**src/rtl/lfsm_pkg.sv**
```systemverilog
// shared constants, types and helper functions of the line fixed string matcher
`timescale 1ns / 1ps

package lfsm_pkg;

    // pattern and window sizing
    localparam int MAX_PATTERN  = 32;
    localparam int WIN_IDX_W    = (MAX_PATTERN > 1) ? $clog2(MAX_PATTERN) : 1;
    localparam int PLEN_W       = 6;
    localparam int PATTERN_BITS = 256;

    // line length counter and reported length
    localparam int LENGTH_BITS = 16;
    localparam int LEN_OUT_W   = 16;
    localparam int LEN_WIDE_W  = (LENGTH_BITS > LEN_OUT_W) ? LENGTH_BITS : LEN_OUT_W;
    localparam logic [LENGTH_BITS-1:0] LEN_CAP     = {LENGTH_BITS{1'b1}};
    localparam logic [LEN_OUT_W-1:0]   LEN_OUT_MAX = {LEN_OUT_W{1'b1}};

    // occurrence counter
    localparam int COUNT_W = 12;
    localparam logic [COUNT_W-1:0] COUNT_MAX = {COUNT_W{1'b1}};

    // configuration port
    localparam int CFG_IDX_W  = 3;
    localparam int CFG_DATA_W = 64;

    // special bytes
    localparam logic [7:0] BYTE_NEWLINE = 8'h0A;
    localparam logic [7:0] BYTE_RETURN  = 8'h0D;
    localparam logic [7:0] FOLD_BIT     = 8'h20;

    // register indexes
    typedef enum logic [CFG_IDX_W-1:0] {
        REG_PATTERN_LENGTH = 3'd0,
        REG_IGNORE_CASE    = 3'd1,
        REG_PATTERN_WORD_0 = 3'd2,
        REG_PATTERN_WORD_1 = 3'd3,
        REG_PATTERN_WORD_2 = 3'd4,
        REG_PATTERN_WORD_3 = 3'd5
    } t_cfg_reg;

    // configuration seen by the window compare
    typedef struct packed {
        logic [PLEN_W-1:0]       len_eff;
        logic                    ignore_case;
        logic [PATTERN_BITS-1:0] pattern;
    } t_cfg;

    // fold letters to lower case when case is ignored
    function automatic logic [7:0] fold(input logic [7:0] b, input logic ic);
        logic letter;
        letter = ((b >= 8'h41) && (b <= 8'h5A)) || ((b >= 8'h61) && (b <= 8'h7A));
        return (ic && letter) ? (b | FOLD_BIT) : b;
    endfunction

    // clamp the programmed pattern length to 1..MAX_PATTERN
    function automatic logic [PLEN_W-1:0] eff_length(input logic [PLEN_W-1:0] pl);
        logic [PLEN_W-1:0] n;
        n = pl;
        if (pl == '0) begin
            n = PLEN_W'(1);
        end else if (pl > PLEN_W'(MAX_PATTERN)) begin
            n = PLEN_W'(MAX_PATTERN);
        end
        return n;
    endfunction

    // saturating increment of the line length
    function automatic logic [LENGTH_BITS-1:0] len_inc(input logic [LENGTH_BITS-1:0] l);
        return (l < LEN_CAP) ? l + LENGTH_BITS'(1) : l;
    endfunction

    // reported length, saturated to the output width
    function automatic logic [LEN_OUT_W-1:0] len_out(input logic [LENGTH_BITS-1:0] l);
        logic [LEN_WIDE_W-1:0] wide;
        wide = LEN_WIDE_W'(l);
        return (wide > LEN_WIDE_W'(LEN_OUT_MAX)) ? LEN_OUT_MAX : wide[LEN_OUT_W-1:0];
    endfunction

endpackage

```
**src/rtl/lfsm_in_if.sv**
```systemverilog
// text byte channel
`timescale 1ns / 1ps

interface lfsm_in_if;
    logic       valid;
    logic       ready;
    logic [7:0] text_byte;
    logic       end_of_text;

    modport source(output valid, output text_byte, output end_of_text, input ready);
    modport sink(input valid, input text_byte, input end_of_text, output ready);
endinterface

```
**src/rtl/lfsm_out_if.sv**
```systemverilog
// line result channel
`timescale 1ns / 1ps

interface lfsm_out_if;
    logic                         valid;
    logic                         ready;
    logic                         line_matched;
    logic [lfsm_pkg::COUNT_W-1:0]   occurrence_count;
    logic [lfsm_pkg::LEN_OUT_W-1:0] line_length;

    modport source(output valid, output line_matched, output occurrence_count,
                   output line_length, input ready);
    modport sink(input valid, input line_matched, input occurrence_count,
                 input line_length, output ready);
endinterface

```
**src/rtl/lfsm_window.sv**
```systemverilog
// byte window shift register with parallel compare against the aligned pattern
`timescale 1ns / 1ps

module lfsm_window (
    input  logic                i_clk,
    input  logic                i_shift,
    input  logic [7:0]          i_byte,
    input  lfsm_pkg::t_cfg      i_cfg,
    output logic                o_match
);
    import lfsm_pkg::*;

    logic [7:0] r_win     [MAX_PATTERN];
    logic [7:0] r_aligned [MAX_PATTERN];
    logic       r_mask    [MAX_PATTERN];
    logic [7:0] n_aligned [MAX_PATTERN];
    logic       n_mask    [MAX_PATTERN];
    logic [MAX_PATTERN-1:0] eq;

    // pattern byte n-1-j lines up with window slot j
    always_comb begin
        logic [PLEN_W-1:0]    pos;
        logic [WIN_IDX_W-1:0] idx;
        for (int j = 0; j < MAX_PATTERN; j++) begin
            pos          = i_cfg.len_eff - PLEN_W'(1) - PLEN_W'(j);
            idx          = pos[WIN_IDX_W-1:0];
            n_mask[j]    = (PLEN_W'(j) < i_cfg.len_eff);
            n_aligned[j] = fold(i_cfg.pattern[idx*8 +: 8], i_cfg.ignore_case);
        end
    end

    // aligned pattern follows the configuration in the next cycle
    always_ff @(posedge i_clk) begin
        for (int j = 0; j < MAX_PATTERN; j++) begin
            r_aligned[j] <= n_aligned[j];
            r_mask[j]    <= n_mask[j];
        end
    end

    // newest byte enters slot 0
    always_ff @(posedge i_clk) begin
        if (i_shift) begin
            r_win[0] <= i_byte;
            for (int j = 1; j < MAX_PATTERN; j++) begin
                r_win[j] <= r_win[j-1];
            end
        end
    end

    // compare the window as it stands after taking the new byte
    always_comb begin
        eq[0] = !r_mask[0] || (fold(i_byte, i_cfg.ignore_case) == r_aligned[0]);
        for (int j = 1; j < MAX_PATTERN; j++) begin
            eq[j] = !r_mask[j] || (fold(r_win[j-1], i_cfg.ignore_case) == r_aligned[j]);
        end
    end

    assign o_match = &eq;

endmodule

```
**src/rtl/line_fixed_string_matcher_top.sv**
```systemverilog
// Line fixed string matcher: per-line count of non-overlapping pattern hits.
// A byte is registered in the input stage on transfer; a byte that closes a line has
// its result registered in the result stage. Throughput: one byte per cycle unless
// a closing byte waits on a stalled result; the window compare is one parallel stage.
// Reset (synchronous, active low) restores the register defaults and clears line state.
`timescale 1ns / 1ps

module line_fixed_string_matcher_top (
    input  logic                               i_clk,
    input  logic                               i_rst_n,
    lfsm_in_if.sink                            i_in,
    lfsm_out_if.source                         o_out,
    input  logic                               i_cfg_we,
    input  logic [lfsm_pkg::CFG_IDX_W-1:0]     i_cfg_index,
    input  logic [lfsm_pkg::CFG_DATA_W-1:0]    i_cfg_data
);
    import lfsm_pkg::*;

    localparam int BSR_W = PLEN_W;

    // configuration registers
    logic [PLEN_W-1:0]     r_plen;
    logic                  r_ic;
    logic [CFG_DATA_W-1:0] r_pword [4];
    t_cfg                  cfg;

    // input stage
    logic       r_in_valid;
    logic [7:0] r_in_byte;
    logic       r_in_last;

    // line state
    logic [BSR_W-1:0]       r_bsr;
    logic [COUNT_W-1:0]     r_occ;
    logic [LENGTH_BITS-1:0] r_len;
    logic                   r_ret;

    // result stage
    logic                 r_out_valid;
    logic [COUNT_W-1:0]   r_out_occ;
    logic [LEN_OUT_W-1:0] r_out_len;

    logic                   is_nl;
    logic                   is_cr;
    logic                   emit;
    logic                   out_free;
    logic                   advance;
    logic                   match;
    logic                   hit;
    logic [BSR_W-1:0]       bsr_inc;
    logic [COUNT_W-1:0]     occ_take;
    logic [LENGTH_BITS-1:0] len_mid;
    logic [LENGTH_BITS-1:0] len_take;
    logic [BSR_W-1:0]       n_bsr;
    logic [COUNT_W-1:0]     n_occ;
    logic [LENGTH_BITS-1:0] n_len;
    logic                   n_ret;

    // register writes
    always_ff @(posedge i_clk) begin
        if (!i_rst_n) begin
            r_plen <= PLEN_W'(1);
            r_ic   <= 1'b0;
            for (int w = 0; w < 4; w++) begin
                r_pword[w] <= '0;
            end
        end else if (i_cfg_we) begin
            unique case (t_cfg_reg'(i_cfg_index))
                REG_PATTERN_LENGTH: r_plen     <= i_cfg_data[PLEN_W-1:0];
                REG_IGNORE_CASE:    r_ic       <= i_cfg_data[0];
                REG_PATTERN_WORD_0: r_pword[0] <= i_cfg_data;
                REG_PATTERN_WORD_1: r_pword[1] <= i_cfg_data;
                REG_PATTERN_WORD_2: r_pword[2] <= i_cfg_data;
                REG_PATTERN_WORD_3: r_pword[3] <= i_cfg_data;
                default: ;
            endcase
        end
    end

    assign cfg.len_eff     = eff_length(r_plen);
    assign cfg.ignore_case = r_ic;
    assign cfg.pattern     = {r_pword[3], r_pword[2], r_pword[1], r_pword[0]};

    // handshake between the stages
    assign is_nl    = (r_in_byte == BYTE_NEWLINE);
    assign is_cr    = (r_in_byte == BYTE_RETURN);
    assign emit     = is_nl || r_in_last;
    assign out_free = !r_out_valid || o_out.ready;
    assign advance  = r_in_valid && (!emit || out_free);
    assign i_in.ready = !r_in_valid || advance;

    // input register
    always_ff @(posedge i_clk) begin
        if (!i_rst_n) begin
            r_in_valid <= 1'b0;
        end else if (i_in.ready) begin
            r_in_valid <= i_in.valid;
        end
    end

    always_ff @(posedge i_clk) begin
        if (i_in.valid && i_in.ready) begin
            r_in_byte <= i_in.text_byte;
            r_in_last <= i_in.end_of_text;
        end
    end

    lfsm_window u_window (
        .i_clk   (i_clk),
        .i_shift (advance && !is_nl),
        .i_byte  (r_in_byte),
        .i_cfg   (cfg),
        .o_match (match)
    );

    // hit detection and counter updates for a line byte
    assign bsr_inc  = (r_bsr < BSR_W'(MAX_PATTERN)) ? r_bsr + BSR_W'(1) : r_bsr;
    assign hit      = (bsr_inc >= cfg.len_eff) && match;
    assign occ_take = (hit && (r_occ < COUNT_MAX)) ? r_occ + COUNT_W'(1) : r_occ;
    assign len_mid  = r_ret ? len_inc(r_len) : r_len;
    assign len_take = is_cr ? len_mid : len_inc(len_mid);

    // a newline or the end of text closes the line
    always_comb begin
        if (emit) begin
            n_bsr = '0;
            n_occ = '0;
            n_len = '0;
            n_ret = 1'b0;
        end else begin
            n_bsr = hit ? '0 : bsr_inc;
            n_occ = occ_take;
            n_len = len_take;
            n_ret = is_cr;
        end
    end

    always_ff @(posedge i_clk) begin
        if (!i_rst_n) begin
            r_bsr <= '0;
            r_occ <= '0;
            r_len <= '0;
            r_ret <= 1'b0;
        end else if (advance) begin
            r_bsr <= n_bsr;
            r_occ <= n_occ;
            r_len <= n_len;
            r_ret <= n_ret;
        end
    end

    // result register
    always_ff @(posedge i_clk) begin
        if (!i_rst_n) begin
            r_out_valid <= 1'b0;
        end else if (advance && emit) begin
            r_out_valid <= 1'b1;
        end else if (o_out.ready) begin
            r_out_valid <= 1'b0;
        end
    end

    always_ff @(posedge i_clk) begin
        if (advance && emit) begin
            r_out_occ <= is_nl ? r_occ : occ_take;
            r_out_len <= is_nl ? len_out(r_len) : len_out(len_take);
        end
    end

    assign o_out.valid            = r_out_valid;
    assign o_out.line_matched     = (r_out_occ != '0);
    assign o_out.occurrence_count = r_out_occ;
    assign o_out.line_length      = r_out_len;

    // restart counter never passes the window size
    a_bsr_bound: assert property (@(posedge i_clk) disable iff (!i_rst_n)
        r_bsr <= BSR_W'(MAX_PATTERN))
        else $error("restart counter beyond window size");

    // a hit restarts matching past its end
    a_hit_restart: assert property (@(posedge i_clk) disable iff (!i_rst_n)
        (advance && hit) |=> (r_bsr == '0))
        else $error("restart counter not cleared after a hit");

    // a closing byte leaves a clean line state behind
    a_line_clear: assert property (@(posedge i_clk) disable iff (!i_rst_n)
        (advance && emit) |=> (r_occ == '0 && r_len == '0 && !r_ret && o_out.valid))
        else $error("line state not cleared after a line result");

    // a held byte waits only on a stalled result
    a_stall_cause: assert property (@(posedge i_clk) disable iff (!i_rst_n)
        (r_in_valid && !advance) |-> (emit && r_out_valid && !o_out.ready))
        else $error("input stage stalled without a blocked result");

endmodule

```
**src/flat_wrapper.sv**
```systemverilog
// flat-port wrapper written by rule: the top's interface ports become plain ports
module line_fixed_string_matcher_top_flat import lfsm_pkg::*;
  (i_clk, i_rst_n, i_cfg_we, i_cfg_index, i_cfg_data, i_in_valid, i_in_text_byte, i_in_end_of_text, i_in_ready, o_out_valid, o_out_line_matched, o_out_occurrence_count, o_out_line_length, o_out_ready);
  lfsm_in_if i_in_i ();
  lfsm_out_if o_out_i ();
  input  logic i_clk;
  input  logic i_rst_n;
  input  logic i_cfg_we;
  input  logic [lfsm_pkg::CFG_IDX_W-1:0] i_cfg_index;
  input  logic [lfsm_pkg::CFG_DATA_W-1:0] i_cfg_data;
  input wire logic [$bits(i_in_i.valid)-1:0] i_in_valid;
  input wire logic [$bits(i_in_i.text_byte)-1:0] i_in_text_byte;
  input wire logic [$bits(i_in_i.end_of_text)-1:0] i_in_end_of_text;
  output wire logic [$bits(i_in_i.ready)-1:0] i_in_ready;
  output wire logic [$bits(o_out_i.valid)-1:0] o_out_valid;
  output wire logic [$bits(o_out_i.line_matched)-1:0] o_out_line_matched;
  output wire logic [$bits(o_out_i.occurrence_count)-1:0] o_out_occurrence_count;
  output wire logic [$bits(o_out_i.line_length)-1:0] o_out_line_length;
  input wire logic [$bits(o_out_i.ready)-1:0] o_out_ready;
  assign i_in_i.valid = i_in_valid;
  assign i_in_i.text_byte = i_in_text_byte;
  assign i_in_i.end_of_text = i_in_end_of_text;
  assign i_in_ready = i_in_i.ready;
  assign o_out_valid = o_out_i.valid;
  assign o_out_line_matched = o_out_i.line_matched;
  assign o_out_occurrence_count = o_out_i.occurrence_count;
  assign o_out_line_length = o_out_i.line_length;
  assign o_out_i.ready = o_out_ready;
  line_fixed_string_matcher_top u_core (.i_clk(i_clk), .i_rst_n(i_rst_n), .i_in(i_in_i), .o_out(o_out_i), .i_cfg_we(i_cfg_we), .i_cfg_index(i_cfg_index), .i_cfg_data(i_cfg_data));
endmodule
```
**config.mk**
```make
export PLATFORM = sky130hd
export DESIGN_NAME = line_fixed_string_matcher_top_flat
export DESIGN_NICKNAME = d
export VERILOG_FILES = /design/src/rtl/lfsm_pkg.sv /design/src/rtl/lfsm_in_if.sv /design/src/rtl/lfsm_out_if.sv /design/src/rtl/lfsm_window.sv /design/src/rtl/line_fixed_string_matcher_top.sv /design/src/flat_wrapper.sv
export SDC_FILE = /design/constraint.sdc
export NUM_CORES = 2
export LEC_CHECK = 0
export ABC_CLOCK_PERIOD_IN_PS = 19300
export BUFFER_PORTS_ARGS = -buffer_cell sky130_fd_sc_hd__buf_2
export CAP_MARGIN = 30
export CORE_UTILIZATION = 45
export CTS_CLUSTER_SIZE = 25
export DETAILED_ROUTE_END_ITERATION = 7
export PLACE_DENSITY_LB_ADDON = 0.08
export SLEW_MARGIN = 20
export SYNTH_ARGS = -nofsm -noshare
export SYNTH_HDL_FRONTEND = slang
export SYNTH_SLANG_ARGS = --single-unit
```
**constraint.sdc**
```tcl
create_clock -name i_clk -period 19.3 [get_ports i_clk]
set_clock_uncertainty 0.05 [all_clocks]
set_input_delay 1.93 -clock i_clk [delete_from_list [all_inputs] [get_ports i_clk]]
set_output_delay 1.93 -clock i_clk [all_outputs]
set_load 0.02 [all_outputs]
```
==> metrics.cfg <==
[status]
status = complete, but fails checks
violations = design-rule violations

[sta]
slew_headroom = 0.1170
maxSlewViolCount = 0
hold_viol = 0
hold_ws_ns = 0.4053
worst_slew_pin_slew_ns = 1.324
max_freq_mhz = 148.6
fin_crit_ns = 6.729
finalSetupTns_ns = 0
fin_crit_sh = 0.3487
setup_viol = 0
rsz0062_at_grt = false

[cts]
ctsResizeCount = 0
clock_latency_ns = 0.72
clkSlewWorstSetupHoldPaths_ns = 0.07
clockBufferDepth = 3
root_buffer = clkbuf_16
cts_max_level = 3
cts_made_buffers = 95
ctsHoldBuffers = 0
post_cts_buffers = 0
tritoncts = done
clock-sinks = 873

[pwr]
leakage_nw = 22.41
peakVddDrop_mv = 0.07787
p_per_area_mw_per_mm2 = 94.77

[synthesis]
synthFlopType = edfxtp_1
synthMuxAreaShare = 0.2216
synthCells = 4843
synth_compound_area_frac = 0.1229
synth_xor_xnor_area_share = 0.04632
synth_nets = 4936
synth-edff-count = 541
syn_area_per_cell_um2 = 11.02
yosysWarnings = 0
synth_fa_ha_area_frac = 0.002813
synth_cell_type_count = 99
synth.cell_area_mm2 = 0.05338
async_reset_ff_frac = 0
ys_seq_area_frac = 0.4289
synth_top_family_by_area = multiplexers
synth-simple-area-share = 0.1395
synth-seq-cells = 873

[global_route]
grt_max_degree = 147
grt_overflow = 0
grt_use_total = 0.3654
grt_pass1_vias = 39430
grt_pass1_wl_um = 312400
grt_antenna_before_repair = 23

[placed_design]
post-dp-hpwl_um = 173600
place_congestion = 1.118
io_buffers = 111

[cells_and_area]
final_cell_mix = 611 x mux2i_1, 541 x edfxtp_1, 461 x nand2_1
final_common_cell = mux2i_1
drive_gt1_frac = 0.1611
area_delta_synth_final_pct = 10.11
layout.nets = 4962

[detailed_routing]
first_pass_iters = 8
drc = 122
wire_per_inst_um = 34.56
num_vias = 43780
drtIter0Drc = 6626
vias_per_cell = 6.749
drt-total-wl_um = 224200
ant_nets = 0

[floorplan]
fp-row-count = 125
io_pins = 112
fp.dieW_um = 346.4
core_mm2 = 0.1168
dieArea_mm2 = 0.1200
die_height_um = 346.4
start_util = 0.4569

[critical_path]
worstPathRequired_ns = 19.83
worst-path-max-fanout = 124
critical_path_class = reg -> reg
start_kind = flop
crit_arrival_ns = 7.26
critPathCaptureType = flop

[min_path]
worstHoldPathType = reg -> reg

[flow_run]
max-cap-violations = 0

through the flow:
| step | std cells | total power, mW | area, µm² | worst slack [ns] | utilization |
|---|---|---|---|---|---|
| after floorplan | 4843 | 3.061 | 53380 | 5.577 | - |
| after global placement | 6287 | 3.637 | 55400 | 12.67 | 0.4742 |
| after detailed placement | 6293 | 3.644 | 55480 | 12.70 | 0.4748 |
| after CTS | 6473 | 5.514 | 58700 | 12.69 | 0.5024 |
| after global routing | 6476 | 5.688 | 58750 | 12.37 | 0.5028 |
| final | 6487 | 5.570 | 58780 | 12.57 | 0.5031 |
layer usage:
| layer | routed length, µm | up-vias | track usage |
|---|---|---|---|
| met2 | 91770 | 2599 | 0.5100 |
| met4 | 13630 | 28 | 0.1917 |
| li1 | - | 18610 | - |
| met5 | 172 | - | 0 |
| met1 | 93810 | 22020 | 0.5118 |
| met3 | 24830 | 524 | 0.1021 |
worst paths after layout:
| check | startpoint | end | slack [ns] | cells after the start |
|---|---|---|---|---|
| max | u_core.r_plen[2]$_SDFFE_PN0P_ | u_core.u_window.r_aligned[1][85]$_DFF_P_ | 12.57 | 15 |
| min | u_core.u_window.r_win[1][21]$_DFFE_PP_ | u_core.u_window.r_win[1][29]$_DFFE_PP_ | 0.41 | 0 |
| max reg2reg | u_core.r_plen[2]$_SDFFE_PN0P_ | u_core.u_window.r_aligned[1][85]$_DFF_P_ | 12.57 | 15 |
| min reg2reg | u_core.u_window.r_win[1][21]$_DFFE_PP_ | u_core.u_window.r_win[1][29]$_DFFE_PP_ | 0.41 | 0 |
registers in the layout, indices dropped and copies added, names as in the netlist, 6 cells and up:
| name | cells |
|---|---|
| u_core.o_out.occurrence_count | 12 |
| u_core.r_pword | 256 |
| u_core.r_in_byte | 8 |
| u_core.u_window.r_aligned | 256 |
| u_core.r_bsr | 6 |
| u_core.o_out.line_length | 16 |
| u_core.r_plen | 6 |
| u_core.u_window.r_win | 248 |
| u_core.u_window.r_mask | 32 |
| u_core.r_len | 16 |
| u_core.r_occ | 12 |
cells by family (layout without fill, tap and decap cells):
| group | after synthesis | in the layout |
|---|---|---|
| fa+ha+maj | 12 | 12 |
| buf+inv | 439 | 548 |
| mux | 920 | 920 |
| xor+xnor | 272 | 272 |
| compound gates | 912 | 912 |
| other cells | 1 | 12 |
| flops | 873 | 873 |
| simple gates | 1414 | 1414 |
cell usage after synthesis (all sizes together) (17+ instances only):
cell	instances	area (µm²)
o221ai	45	394.1
mux2	110	1239
clkbuf	121	455.4
or2	25	156.4
a21oi	183	915.9
nor4bb	20	200.2
o31ai	29	217.7
dfxtp	332	6646
a211oi	30	235.2
o211ai	29	217.7
nand3	111	560.5
edfxtp	541	16250
o21a	26	196.4
o22ai	27	168.9
and2	274	1714
a22oi	193	1449
o21ai	85	432.9
a31oi	26	162.7
xnor2	221	2026
mux4	197	4437
xor2	51	446.7
nand2	463	1740
nand4b	18	157.7
nor4	37	267.8
and3	26	162.7
nor3	86	456.7
buf	176	1040
nor2	145	544.3
inv	139	521.8
a22o	44	385.4
and3b	17	148.9
mux2i	613	6152
or3	32	200.2
a221oi	28	264.0
a211o	21	183.9
nand4	78	488.0
report_power, final:
group          leakage (nW)  switching, mW  internal (mW)  total [mW]
Combinational          12.9          0.849          0.446        1.29
Clock                  1.57          0.816           1.07        1.88
Sequential             7.95          0.222           2.17        2.39
Total                  22.4           1.89           3.68        5.57
layout make-up:
cell class                      instances  area [µm²]
Fill cell                           10440       58060
Multi-Input combinational cell       3531       28690
Sequential cell                       873       22900
Clock buffer                          119        2614
Tap cell                             1524        1907
Timing Repair Buffer                  226        1491
Clock inverter                         61       610.6
Inverter                              142       543.0
Antenna cell                           11       27.53
worst max-delay path: stages, from the launching register on:
cell and delay (ns):
dfxtp_1 0.59, nor4_4 0.35, buf_4 0.53, o21ai_4 0.14, inv_8 0.58, ha_4 0.49
buf_12 0.34, a2111oi_2 0.90, mux2i_1 0.65, a21oi_1 0.17, buf_4 0.27, a22oi_1 0.21
nand2_1 0.21, o21a_1 0.16, o32ai_1 0.57, o31ai_1 0.13
No activity file was read; power rests on OpenSTA's default activity.
